$ cat src/sv/msst_pkg.sv
// ----------------------------------------------------------------------------
// msst_pkg
// shared types and constants of the multi-slot software timer
// ----------------------------------------------------------------------------
package msst_pkg;

  // most results one tick may give
  localparam int MaxResults = 8;
  localparam int FiredW     = $clog2(MaxResults + 1);

  // fixed field widths
  localparam int SlotW   = 3;
  localparam int PeriodW = 32;
  localparam int RepeatW = 16;
  localparam int TagW    = 8;
  localparam int NowW    = 32;

  typedef enum logic [1:0] {
    CmdTick     = 2'd0,
    CmdSet      = 2'd1,
    CmdUnset    = 2'd2,
    CmdUnsetAll = 2'd3
  } cmd_e;

  typedef enum logic [1:0] {
    KindFired = 2'd0,
    KindSetOk = 2'd1,
    KindFull  = 2'd2
  } kind_e;

  typedef enum logic [1:0] {
    StIdle,
    StScan,
    StFinish
  } state_e;

  // scan token walking down the row of slot cells
  typedef struct packed {
    logic              valid;
    logic              is_tick;
    logic [FiredW-1:0] fired;
    logic              found;
  } tok_t;

  // result offered by the cell that holds the token
  typedef struct packed {
    logic             valid;
    kind_e            kind;
    logic [SlotW-1:0] slot;
    logic [TagW-1:0]  tag;
  } emit_t;

endpackage

$ cat src/sv/msst_cell.sv
// ----------------------------------------------------------------------------
// msst_cell
// one timer slot; evaluates the scan token and hands it to the next cell
// ----------------------------------------------------------------------------
module msst_cell #(
  parameter int IDX        = 0,
  parameter int TIME_WIDTH = 32
) (
  input  logic                          clk_i,
  input  logic                          rst_ni,
  input  msst_pkg::tok_t                tok_i,
  output msst_pkg::tok_t                tok_o,
  output msst_pkg::emit_t               emit_o,
  input  logic                          emit_ok_i,
  input  logic [TIME_WIDTH-1:0]         time_i,
  input  logic [msst_pkg::PeriodW-1:0]  period_i,
  input  logic [msst_pkg::RepeatW-1:0]  repeat_i,
  input  logic [msst_pkg::TagW-1:0]     tag_i,
  input  logic                          clr_all_i,
  input  logic                          clr_one_i,
  input  logic [msst_pkg::SlotW-1:0]    clr_idx_i
);

  localparam logic [msst_pkg::SlotW-1:0] SlotId = msst_pkg::SlotW'(IDX % 8);
  localparam bit Addressable = (IDX < 8);

  msst_pkg::tok_t                 tok_q;
  logic                           active_q;
  logic [msst_pkg::PeriodW-1:0]   period_q;
  logic [TIME_WIDTH-1:0]          deadline_q;
  logic signed [msst_pkg::RepeatW-1:0] remain_q;
  logic [msst_pkg::TagW-1:0]      tag_q;

  logic due, fire, claim, stall, adv;
  logic [TIME_WIDTH-1:0] reload;
  logic [TIME_WIDTH-1:0] setload;

  always_comb begin
    due   = active_q && !(deadline_q > time_i);
    fire  = tok_q.valid && tok_q.is_tick && due &&
            (tok_q.fired != msst_pkg::FiredW'(msst_pkg::MaxResults));
    claim = tok_q.valid && !tok_q.is_tick && !active_q && !tok_q.found;
    stall = (fire || claim) && !emit_ok_i;
    adv   = tok_q.valid && !stall;

    reload  = time_i + TIME_WIDTH'(period_q);
    setload = time_i + TIME_WIDTH'(period_i);

    // all zero unless offering, so the row can be merged with an or
    emit_o = '0;
    if (fire || claim) begin
      emit_o.valid = 1'b1;
      emit_o.kind  = fire ? msst_pkg::KindFired : msst_pkg::KindSetOk;
      emit_o.slot  = SlotId;
      emit_o.tag   = fire ? tag_q : '0;
    end

    tok_o.valid   = adv;
    tok_o.is_tick = tok_q.is_tick;
    tok_o.fired   = tok_q.fired + msst_pkg::FiredW'(fire);
    tok_o.found   = tok_q.found | claim;
  end

  // token register
  always_ff @(posedge clk_i or negedge rst_ni) begin
    if (!rst_ni) begin
      tok_q <= '0;
    end else if (tok_i.valid) begin
      tok_q <= tok_i;
    end else if (adv) begin
      tok_q.valid <= 1'b0;
    end
  end

  // slot valid bit
  always_ff @(posedge clk_i or negedge rst_ni) begin
    if (!rst_ni) begin
      active_q <= 1'b0;
    end else if (clr_all_i || (clr_one_i && Addressable && (clr_idx_i == SlotId))) begin
      active_q <= 1'b0;
    end else if (adv && claim) begin
      active_q <= 1'b1;
    end else if (adv && fire && (remain_q == msst_pkg::RepeatW'(1))) begin
      active_q <= 1'b0;
    end
  end

  // slot payload
  always_ff @(posedge clk_i) begin
    if (adv && claim) begin
      period_q   <= period_i;
      remain_q   <= repeat_i;
      tag_q      <= tag_i;
      deadline_q <= setload;
    end else if (adv && fire) begin
      deadline_q <= reload;
      if (remain_q > 0) begin
        remain_q <= remain_q - msst_pkg::RepeatW'(1);
      end
    end
  end

endmodule

$ cat src/sv/multi_slot_software_timer.sv
// ----------------------------------------------------------------------------
// multi_slot_software_timer
// table of timer slots, one cell per slot, scanned by a walking token
// ----------------------------------------------------------------------------
// tick and set: the token walks one cell per cycle down the row, except while
//   the result side stalls it
// unset and unset-all: done in the accept cycle; the block stays ready for the next request
// one tick or set at a time: no new request is taken until the cell row walk finishes
// reset: time zero, every slot free, no result pending
module multi_slot_software_timer #(
  parameter int SLOTS      = 8,
  parameter int TIME_WIDTH = 32
) (
  input  logic                          clk_i,
  input  logic                          rst_ni,
  input  logic                          in_valid_i,
  output logic                          in_ready_o,
  input  logic [1:0]                    cmd_i,
  input  logic [msst_pkg::PeriodW-1:0]  period_i,
  input  logic [msst_pkg::RepeatW-1:0]  repeat_count_i,
  input  logic [msst_pkg::TagW-1:0]     event_tag_i,
  input  logic [msst_pkg::SlotW-1:0]    slot_index_i,
  output logic                          out_valid_o,
  input  logic                          out_ready_i,
  output logic [1:0]                    kind_o,
  output logic [msst_pkg::SlotW-1:0]    slot_o,
  output logic [msst_pkg::TagW-1:0]     fired_tag_o,
  output logic [msst_pkg::NowW-1:0]     now_o,
  output logic                          last_o
);

  // result held until we know whether it is the final one
  typedef struct packed {
    msst_pkg::kind_e                kind;
    logic [msst_pkg::SlotW-1:0]     slot;
    logic [msst_pkg::TagW-1:0]      tag;
    logic [msst_pkg::NowW-1:0]      now;
  } res_t;

  msst_pkg::state_e state_q, state_d;

  logic [TIME_WIDTH-1:0]          time_q;
  logic [msst_pkg::PeriodW-1:0]   period_q;
  logic [msst_pkg::RepeatW-1:0]   repeat_q;
  logic [msst_pkg::TagW-1:0]      tag_q;

  // pending result and output register
  logic pend_v_q;
  res_t pend_q;
  logic out_v_q;
  res_t out_q;
  logic out_last_q;

  // what the finished token reported
  logic fin_tick_q, fin_found_q;

  msst_pkg::tok_t  tok [SLOTS+1];
  msst_pkg::emit_t emits [SLOTS];
  msst_pkg::emit_t emit;

  logic accept, out_free, emit_ok, take_emit;
  logic do_clr_all, do_clr_one, start_scan;
  logic fin_push, fin_full;
  logic load_out;
  res_t out_d;
  logic out_last_d;

  assign in_ready_o = (state_q == msst_pkg::StIdle);
  assign accept     = in_valid_i && in_ready_o;
  assign out_free   = !out_v_q || out_ready_i;
  assign emit_ok    = !pend_v_q || out_free;

  // decode the request
  always_comb begin
    do_clr_all = 1'b0;
    do_clr_one = 1'b0;
    start_scan = 1'b0;
    unique case (msst_pkg::cmd_e'(cmd_i))
      msst_pkg::CmdTick:     start_scan = accept;
      msst_pkg::CmdSet:      start_scan = accept;
      msst_pkg::CmdUnset:    do_clr_one = accept;
      msst_pkg::CmdUnsetAll: do_clr_all = accept;
    endcase
  end

  // token injected at the head of the row
  always_comb begin
    tok[0].valid   = start_scan;
    tok[0].is_tick = (cmd_i == msst_pkg::CmdTick);
    tok[0].fired   = '0;
    tok[0].found   = 1'b0;
  end

  // at most one cell holds the token, so a plain or picks its offer
  always_comb begin
    emit = '0;
    for (int i = 0; i < SLOTS; i++) begin
      emit = emit | emits[i];
    end
  end

  assign take_emit = emit.valid && emit_ok;

  for (genvar g = 0; g < SLOTS; g++) begin : g_cell
    msst_cell #(
      .IDX       (g),
      .TIME_WIDTH(TIME_WIDTH)
    ) u_cell (
      .clk_i    (clk_i),
      .rst_ni   (rst_ni),
      .tok_i    (tok[g]),
      .tok_o    (tok[g+1]),
      .emit_o   (emits[g]),
      .emit_ok_i(emit_ok),
      .time_i   (time_q),
      .period_i (period_q),
      .repeat_i (repeat_q),
      .tag_i    (tag_q),
      .clr_all_i(do_clr_all),
      .clr_one_i(do_clr_one),
      .clr_idx_i(slot_index_i)
    );
  end

  // next state and finishing actions
  always_comb begin
    state_d  = state_q;
    fin_push = 1'b0;
    fin_full = 1'b0;
    unique case (state_q)
      msst_pkg::StIdle: begin
        if (start_scan) state_d = msst_pkg::StScan;
      end
      msst_pkg::StScan: begin
        // token left the last cell
        if (tok[SLOTS].valid) state_d = msst_pkg::StFinish;
      end
      msst_pkg::StFinish: begin
        // a set that found no free slot reports the table full
        if (!fin_tick_q && !fin_found_q) begin
          if (out_free) begin
            fin_full = 1'b1;
            state_d  = msst_pkg::StIdle;
          end
        end else if (pend_v_q) begin
          if (out_free) begin
            fin_push = 1'b1;
            state_d  = msst_pkg::StIdle;
          end
        end else begin
          // quiet tick
          state_d = msst_pkg::StIdle;
        end
      end
      default: state_d = msst_pkg::StIdle;
    endcase
  end

  // output register load
  always_comb begin
    load_out   = fin_full || fin_push || (take_emit && pend_v_q);
    out_last_d = fin_full || fin_push;
    if (fin_full) begin
      out_d.kind = msst_pkg::KindFull;
      out_d.slot = '0;
      out_d.tag  = '0;
      out_d.now  = msst_pkg::NowW'(time_q);
    end else begin
      out_d = pend_q;
    end
  end

  always_ff @(posedge clk_i or negedge rst_ni) begin
    if (!rst_ni) begin
      state_q <= msst_pkg::StIdle;
    end else begin
      state_q <= state_d;
    end
  end

  // time base and captured set payload
  always_ff @(posedge clk_i or negedge rst_ni) begin
    if (!rst_ni) begin
      time_q <= '0;
    end else if (accept && (cmd_i == msst_pkg::CmdTick)) begin
      time_q <= time_q + TIME_WIDTH'(1);
    end
  end

  always_ff @(posedge clk_i) begin
    if (accept) begin
      period_q <= period_i;
      repeat_q <= repeat_count_i;
      tag_q    <= event_tag_i;
    end
  end

  // token summary at the end of the row
  always_ff @(posedge clk_i) begin
    if (tok[SLOTS].valid) begin
      fin_tick_q  <= tok[SLOTS].is_tick;
      fin_found_q <= tok[SLOTS].found;
    end
  end

  // pending result
  always_ff @(posedge clk_i or negedge rst_ni) begin
    if (!rst_ni) begin
      pend_v_q <= 1'b0;
    end else if (take_emit) begin
      pend_v_q <= 1'b1;
    end else if (fin_push) begin
      pend_v_q <= 1'b0;
    end
  end

  always_ff @(posedge clk_i) begin
    if (take_emit) begin
      pend_q.kind <= emit.kind;
      pend_q.slot <= emit.slot;
      pend_q.tag  <= emit.tag;
      pend_q.now  <= msst_pkg::NowW'(time_q);
    end
  end

  // output register
  always_ff @(posedge clk_i or negedge rst_ni) begin
    if (!rst_ni) begin
      out_v_q <= 1'b0;
    end else if (load_out) begin
      out_v_q <= 1'b1;
    end else if (out_ready_i) begin
      out_v_q <= 1'b0;
    end
  end

  always_ff @(posedge clk_i) begin
    if (load_out) begin
      out_q      <= out_d;
      out_last_q <= out_last_d;
    end
  end

  assign out_valid_o = out_v_q;
  assign kind_o      = out_q.kind;
  assign slot_o      = out_q.slot;
  assign fired_tag_o = out_q.tag;
  assign now_o       = out_q.now;
  assign last_o      = out_last_q;

endmodule
$ cat config.mk
export PLATFORM = sky130hd
export DESIGN_NAME = multi_slot_software_timer
export DESIGN_NICKNAME = d
export VERILOG_FILES = /design/src/sv/msst_pkg.sv /design/src/sv/msst_cell.sv /design/src/sv/multi_slot_software_timer.sv
export SDC_FILE = /design/constraint.sdc
export NUM_CORES = 2
export LEC_CHECK = 0
export ABC_AREA = 0
export BUFFER_PORTS_ARGS = -buffer_cell sky130_fd_sc_hd__buf_2
export CAP_MARGIN = 40
export CORE_ASPECT_RATIO = 0.8
export CORE_MARGIN = 2
export CORE_UTILIZATION = 30
export DETAILED_ROUTE_END_ITERATION = 10
export HOLD_SLACK_MARGIN = 0.06
export PLACE_DENSITY_LB_ADDON = 0.3
export SYNTH_ARGS = -nofsm -noshare
export SYNTH_HDL_FRONTEND = slang
export SYNTH_SLANG_ARGS = --single-unit
$ cat constraint.sdc
create_clock -name clk_i -period 5.3 [get_ports clk_i]
set_input_delay 1.06 -clock clk_i [delete_from_list [all_inputs] [get_ports clk_i]]
set_output_delay 1.06 -clock clk_i [all_outputs]
set_load 0.02 [all_outputs]
== After elaboration in Yosys (flattened, before gate mapping) ==
Cells that the tools add are included.

* Input bits: 65
* Memory bits (read-only): 0
* Memory bits (writable): 0
* Bits in latches: 0
* Logic and storage cells: 511
* Register bits: 945
* Memories: 0
* Output and inout bits: 48

* Multiplexer cells: 124
* Bitwise gates (word level): 14
* $mul: 0
* Divide/modulo/power cells: 0
* Equality and inequality tests: 28
* Reduce and logical (&&, ||, !) cells: 217
* Shifts and indexed selects: 0
* $lt $le $gt $ge: 16
* $add $sub $neg: 24

{| class="wikitable"
|+ Operators with widths
! cell !! count
|-
| two-way mux 32 bit || 17
|-
| two-way mux 16 bit || 24
|-
| adder 32 bit || 9
|-
| greater-than comparator 32 bit || 8
|-
| equality test 16 x 2 -> 1 bit, second input constant || 8
|-
| greater-than comparator 16 x 1 -> 1 bit, second input constant || 8
|-
| subtractor 16 x 2 -> 16 bit, second input constant || 8
|-
| two-way mux 14 bit || 8
|-
| logical AND 1 bit || 106
|-
| OR 14 bit || 7
|-
| two-way mux 8 bit || 8
|-
| two-way mux 1 bit || 61
|-
| nonzero test 2 bit || 26
|-
| zero test 1 bit || 44
|-
| adder 32 x 1 -> 32 bit, second input constant || 1
|-
| != test 4 bit, second input constant || 6
|-
| nonzero test 3 bit || 8
|-
| adder 4 x 1 -> 4 bit || 5
|-
| logical OR 1 bit || 20
|-
| AND reduction 2 bit || 9
|-
| equality test 3 bit, second input constant || 4
|-
| two-way mux 2 bit || 5
|-
| OR 1 bit || 7
|-
| equality test 2 bit, second input constant || 3
|-
| other kinds (9) || 13
|}

== Logic depth before layout (Yosys ltp) ==
* Depth after elaboration: 17
* Gate-level depth with buffers: 15
* Mapped depth without buffers: 15

== Modules after synthesis ==
From an unflattened synthesis, not the netlist that was laid out.

* Cells, all modules: 5363
* Area, all modules: 58069.4 um2

{| class="wikitable"
|+ Modules (own cells, without submodules)
! module !! times used !! seq. area each (um2) !! area an instance (um2) !! cells each
|-
| multi_slot_software_timer || 1 || 5375.2 || 6980.4 || 408
|-
| msst_cell at g_cell[5].u_cell || 1 || 2842.7 || 6561.3 || 623
|-
| msst_cell at g_cell[1].u_cell || 1 || 2842.7 || 6508.7 || 605
|-
| msst_cell at g_cell[7].u_cell || 1 || 2842.7 || 6401.1 || 587
|-
| msst_cell at g_cell[0].u_cell || 1 || 2842.7 || 6347.3 || 583
|-
| msst_cell at g_cell[6].u_cell || 1 || 2842.7 || 6323.6 || 628
|-
| msst_cell at g_cell[2].u_cell || 1 || 2842.7 || 6317.3 || 643
|-
| msst_cell at g_cell[3].u_cell || 1 || 2842.7 || 6316.1 || 643
|-
| msst_cell at g_cell[4].u_cell || 1 || 2842.7 || 6313.6 || 643
|}

== Worst setup path after synthesis ==
No wires, ideal clock.

* Path kind: flip-flop to flip-flop
* Start: register time_q[31]
* End: register pend_q[0] in the netlist's numbering, enable pin
* Clock period less this slack: 5.385 ns
* Path slack: -0.085 ns
* Required time: 4.854 ns
* Cell stages (with the launch flop): 12
* Data arrival time: 4.940 ns
* Path through: dfrtp_1 buf_1 inv_1 ha_1 nand4_1 nor3_2 nand4_1 or4_1 o41a_2 inv_2 nor4_4 nor2_1

* Word-level cells in the longest chain between the ends: 14
* Elaborated cells between the ends (all ways): 62

{| class="wikitable"
|+ RTL lines
! item !! line !! RTL
|-
| start: declaration || multi_slot_software_timer.sv:42 || <nowiki>logic [TIME_WIDTH-1:0] time_q;</nowiki>
|-
| start signal: assignment || multi_slot_software_timer.sv:186 || <nowiki>time_q <= time_q + TIME_WIDTH'(1);</nowiki>
|-
| greater-than comparator 32 bit || msst_cell.sv:39 || <nowiki>due = active_q && !(deadline_q > time_i);</nowiki>
|-
| zero test 1 bit || msst_cell.sv:39 ||
|-
| logical AND 1 bit || msst_cell.sv:39 ||
|-
| logical AND 1 bit || msst_cell.sv:40 || <nowiki>fire = tok_q.valid && tok_q.is_tick && due &&</nowiki>
|-
| logical OR 1 bit or logical AND 1 bit (tied branches) || msst_cell.sv:51, msst_cell.sv:40 ||
|-
| two-way mux 14 bit or logical OR 1 bit (tied branches) || msst_cell.sv:51 || <nowiki>if (fire || claim) begin</nowiki>
|-
| OR 14 bit or two-way mux 14 bit (tied branches) || multi_slot_software_timer.sv:98, msst_cell.sv:51 ||
|-
| OR 14 bit (5 in series) || multi_slot_software_timer.sv:98 || <nowiki>emit = emit | emits[i];</nowiki>
|-
| OR 14 bit (*) || multi_slot_software_timer.sv:98 ||
|-
| logical AND 1 bit (*) || multi_slot_software_timer.sv:102 || <nowiki>assign take_emit = emit.valid && emit_ok;</nowiki>
|-
| via take_emit || multi_slot_software_timer.sv:61 || <nowiki>logic accept, out_free, emit_ok, take_emit;</nowiki>
|-
| end: declaration || multi_slot_software_timer.sv:49 || <nowiki>res_t pend_q;</nowiki>
|}

Mark *: on every way through the listed nets, which the timed path passes. The rest lies on a longest branch.
A chain may end at the register's enable or synchronous reset.

== Final worst setup path ==
* Start: register time_q[26]
* End: register g_cell[5].u_cell.deadline_q[16], enable pin

* Word-level cells in the longest chain between the ends: 11
* Elaborated cells between the ends (all ways): 12

{| class="wikitable"
|+ RTL lines
! item !! line !! RTL
|-
| greater-than comparator 32 bit (*) || msst_cell.sv:39 ||
|-
| zero test 1 bit (*) || msst_cell.sv:39 ||
|-
| logical AND 1 bit (*) || msst_cell.sv:39 ||
|-
| logical AND 1 bit (*) (2 in series) || msst_cell.sv:40 ||
|-
| logical OR 1 bit || msst_cell.sv:43 || <nowiki>stall = (fire || claim) && !emit_ok_i;</nowiki>
|-
| logical AND 1 bit || msst_cell.sv:43 ||
|-
| zero test 1 bit || msst_cell.sv:44 || <nowiki>adv = tok_q.valid && !stall;</nowiki>
|-
| logical AND 1 bit || msst_cell.sv:44 ||
|-
| logical AND 1 bit, on equally long branches || msst_cell.sv:95, msst_cell.sv:90 ||
|-
| nonzero test 2 bit (no line) (*) || n/a ||
|-
| end signal: assignment || msst_cell.sv:94 || <nowiki>deadline_q <= setload;</nowiki>
|-
| end signal: assignment || msst_cell.sv:96 || <nowiki>deadline_q <= reload;</nowiki>
|-
| end: declaration || msst_cell.sv:30 || <nowiki>logic [TIME_WIDTH-1:0] deadline_q;</nowiki>
|}

Every way passes the cells marked *; elsewhere a longest branch is shown, timed or not.

==> metrics.yaml <==
run_status:
  status: "finished clean"
floorplanning:
  fp.dieH_um: 388.5
  rows: 141
  initial_core_util: 0.3011
  io_pins: 113
  design.core.area_um2: 184200
  die_w_um: 484.7
  dieArea_um2: 188300
place:
  portBuffers: 112
  dp_cells: 7688
  gp_congestion: 0.9608
  dp_hpwl_um: 154300
finish:
  layout.nets: 5999
  drive_gt1_frac: 0.1120
  instances_no_fill: 7879
  syn_to_final_growth_pct: 15.67
sta:
  slew_headroom: 0.3187
  final_hold_viol_count: 0
  fmaxAchievable_ghz: 0.2081
  slew_viol_final: 0
  tightest_slew_ps: 1008
  fin_setup_tns_ps: 0
  post-route-period-util: 0.9068
  fin_hold_ws_ps: 324.4
  clock_skew_ps: 36.22
  finalCriticalPeriod_ps: 4806
  setup_violations: 0
  rsz0062_at_grt: "no"
yosys:
  synth_seq_cells: 941
  yosys.area_share.simple: 0.1199
  synth_compound_area_frac: 0.1626
  seq_area_frac_synth: 0.5015
  yosysWarnings: 0
  syn-cell-area_um2: 55450
  synthMuxAreaShare: 0.008642
  synth_fa_ha_area_frac: 0.1303
  post_synth_most_frequent_cells: "edfxtp_1 (852), ha_1 (563), nand2_1 (477)"
  synth-edff-count: 852
  synth_top_family_by_area: "compound AO/OA/AOI/OAI gates"
  async_reset_ff_frac: 0.09458
  syn_inst: 5034
  syn_nets: 5671
  synth_area_leaders: "edfxtp_1 (46%), ha_1 (13%), dfrtp_1 (4.0%)"
  syn_avg_cell_area_um2: 11.02
  synth_top_cell_area_share: 0.4614
  yosysTopAreaCell: "edfxtp_1"
  netlist-cell-type-count: 111
  ys.flop_type: "edfxtp_1"
  yosysMostFrequentCell: "edfxtp_1"
  synth_xor_area_frac: 0.05839
drt:
  wl_per_cell_um: 26.20
  drt-initial-drc-count: 5546
  post-route-drc-count: 0
  drtAntennaViolNets: 0
  wl_um: 206400
  drtPass1Iterations: 6
  routed_via_density: 5.453
  num_vias: 42970
power_and_ir_drop:
  intPower_w: 0.01219
  total_leakage_power_nw: 24.97
  comb_power_share: 0.003
  p_per_area_nw_per_um2: 241.0
  ir_drop_mv: 0.2206
  p_clk_frac: 0.480
  p_sw_frac: 0.2118
  power.switching_w: 0.003274
  seqPwrFrac: 0.516
clock_network:
  post_cts_resized: 0
  clk_pin_slew_ps: 60
  cts_setup_buffers: 0
  clk_latency_ps: 760
  root_buffer: "clkbuf_16"
  cts_buffers: 102
  cts_tree: "built"
  postCtsHoldBufs: 0
  cts_buffer_depth: 3
  htree_levels: 3
  clock-sinks: 941
critical_path:
  cp_data_required_time_ps: 5670
  max_stage_delay_ps: 700
  crit_slowest_cell: "or4_1"
  arrival_ps: 5170
  crit_fanout: 32
  worstPathCellList: "inv_1, buf_4, ha_1, nand4_1, nor3_2, nand4_1, or4_1, o221ai_1, or3_1, o41a_2, nand2b_2, a21boi_4, nor2b_4, buf_4"
  crit_path_end_kind: "register"
  crit_family: "simple AND/OR/NAND/NOR gates"
  cp_num_buf_inv: 3
  critical_path_class: "reg -> reg"
  start_kind: "register"
run:
  max_cap_violations: 0
grt:
  antenna_found_initial: 14
  grtUsageTotal: 0.2140
  globalRoute.totalOverflow: 0
  grt_max_degree: 60
  grt_pass1_wl_um: 291800
  first_global_vias: 40070
hold_path:
  worstHoldPathType: "in -> async"
-- path summary, 6_finish.rpt --
| kind | startpoint | cells past startpoint | end | slack [ps] |
|---|---|---|---|---|
| max | time_q[26] | 14 | g_cell[5].u_cell.deadline_q[16] | 490 |
| max reg2reg | time_q[26] | 14 | g_cell[5].u_cell.deadline_q[16] | 490 |
| min | rst_ni | 1 | time_q[29] | 320 |
| min in group clk_i | repeat_count_i[4] | 1 | repeat_q[4] | 480 |
| max in group asynchronous | rst_ni | 3 | time_q[3] | 3700 |
| min reg2reg | g_cell[7].u_cell.tok_q[4] | 2 | g_cell[7].u_cell.tok_q[4] | 480 |
-- cell type report --
type / count / area (um2)
Antenna cell: 1 / 2.502
Clock buffer: 137 / 2830
Clock inverter: 52 / 523.0
Fill cell: 18320 / 120000
Inverter: 143 / 556.8
Multi-Input combinational cell: 3823 / 26710
Sequential cell: 941 / 27810
Tap cell: 2431 / 3042
Timing Repair Buffer: 351 / 2668
-- metal layers --
metal	track usage	wire length [um]
met1	0.3200	95290
met5	0	52
met3	0.05140	20920
met2	0.3025	84000
met4	0.06188	6150
-- power by group through the flow --
stage / Combinational, W / Clock (W) / Sequential (W)
floorplan: 0.00000125 / 0 / 0.00814
global placement: 0.0000511 / 0 / 0.00814
detailed placement: 0.0000537 / 0 / 0.00814
CTS: 0.0000543 / 0.00755 / 0.00798
global route: 0.0000569 / 0.00783 / 0.00798
finish: 0.0000524 / 0.00743 / 0.00798
-- metrics by stage --
| stage | utilization | area [um2] | setup slack (ps) | total power, W |
|---|---|---|---|---|
| after global placement | 0.3292 | 60630 | 596.8 | 0.008190 |
| final | 0.3483 | 64140 | 493.9 | 0.01546 |
| after CTS | 0.3482 | 64140 | 553.0 | 0.01558 |
| after global routing | 0.3483 | 64140 | 379.3 | 0.01587 |
| after floorplan | - | 55460 | 197.7 | 0.008141 |
| after detailed placement | 0.3300 | 60780 | 593.3 | 0.008193 |
-- cells in the final DEF (no fill, tap or decap), drive strengths merged, types with 35 or more instances in the layout --
cell type | synthesis | layout
a211oi | 39 | 39
a21o | 206 | 206
a21oi | 399 | 399
a31oi | 39 | 39
and3 | 35 | 35
buf | 31 | 351
clkbuf | 96 | 137
dfrtp | 89 | 89
edfxtp | 852 | 852
ha | 563 | 563
inv | 138 | 147
nand2 | 477 | 477
nand2b | 78 | 78
nand3 | 101 | 101
nand4 | 87 | 87
nor2 | 340 | 340
nor2b | 51 | 51
nor3 | 78 | 78
nor4 | 45 | 45
o21a | 64 | 64
o21ai | 446 | 446
xnor2 | 227 | 227
xor2 | 141 | 141
-- sequential cells by signal (all words and copies together), names as in the netlist, 3 cells and up --
name	flops
tag_q	8
pend_q	44
repeat_q	16
now_o	32
time_q	32
period_q	32
g_cell.u_cell.period_q	256
slot_o	3
g_cell.u_cell.tok_o	8
fired_tag_o	8
g_cell.u_cell.tag_q	64
g_cell.u_cell.remain_q	128
g_cell.u_cell.tok_q	37
g_cell.u_cell.active_q	8
g_cell.u_cell.deadline_q	256
-- worst register-to-register path, cell delays in order (launching register included) --
cell	delay [ps]
dfrtp_1	370
inv_1	310
buf_4	230
ha_1	160
nand4_1	210
nor3_2	310
nand4_1	160
or4_1	700
o221ai_1	240
or3_1	210
o41a_2	240
nand2b_2	90
a21boi_4	360
nor2b_4	210
buf_4	570
-- cell families (layout without fill, tap and decap cells) --
| group | Yosys count | count (layout) |
|---|---|---|
| buffers and inverters | 270 | 683 |
| AO/OA/AOI/OAI | 1436 | 1436 |
| flip-flops | 941 | 941 |
| other | 0 | 1 |
| adder cells (fa/ha/maj) | 572 | 572 |
| XOR/XNOR | 368 | 368 |
| AND/OR/NAND/NOR | 1404 | 1404 |
| multiplexers | 43 | 43 |
(Power assumes the default switching activity.)
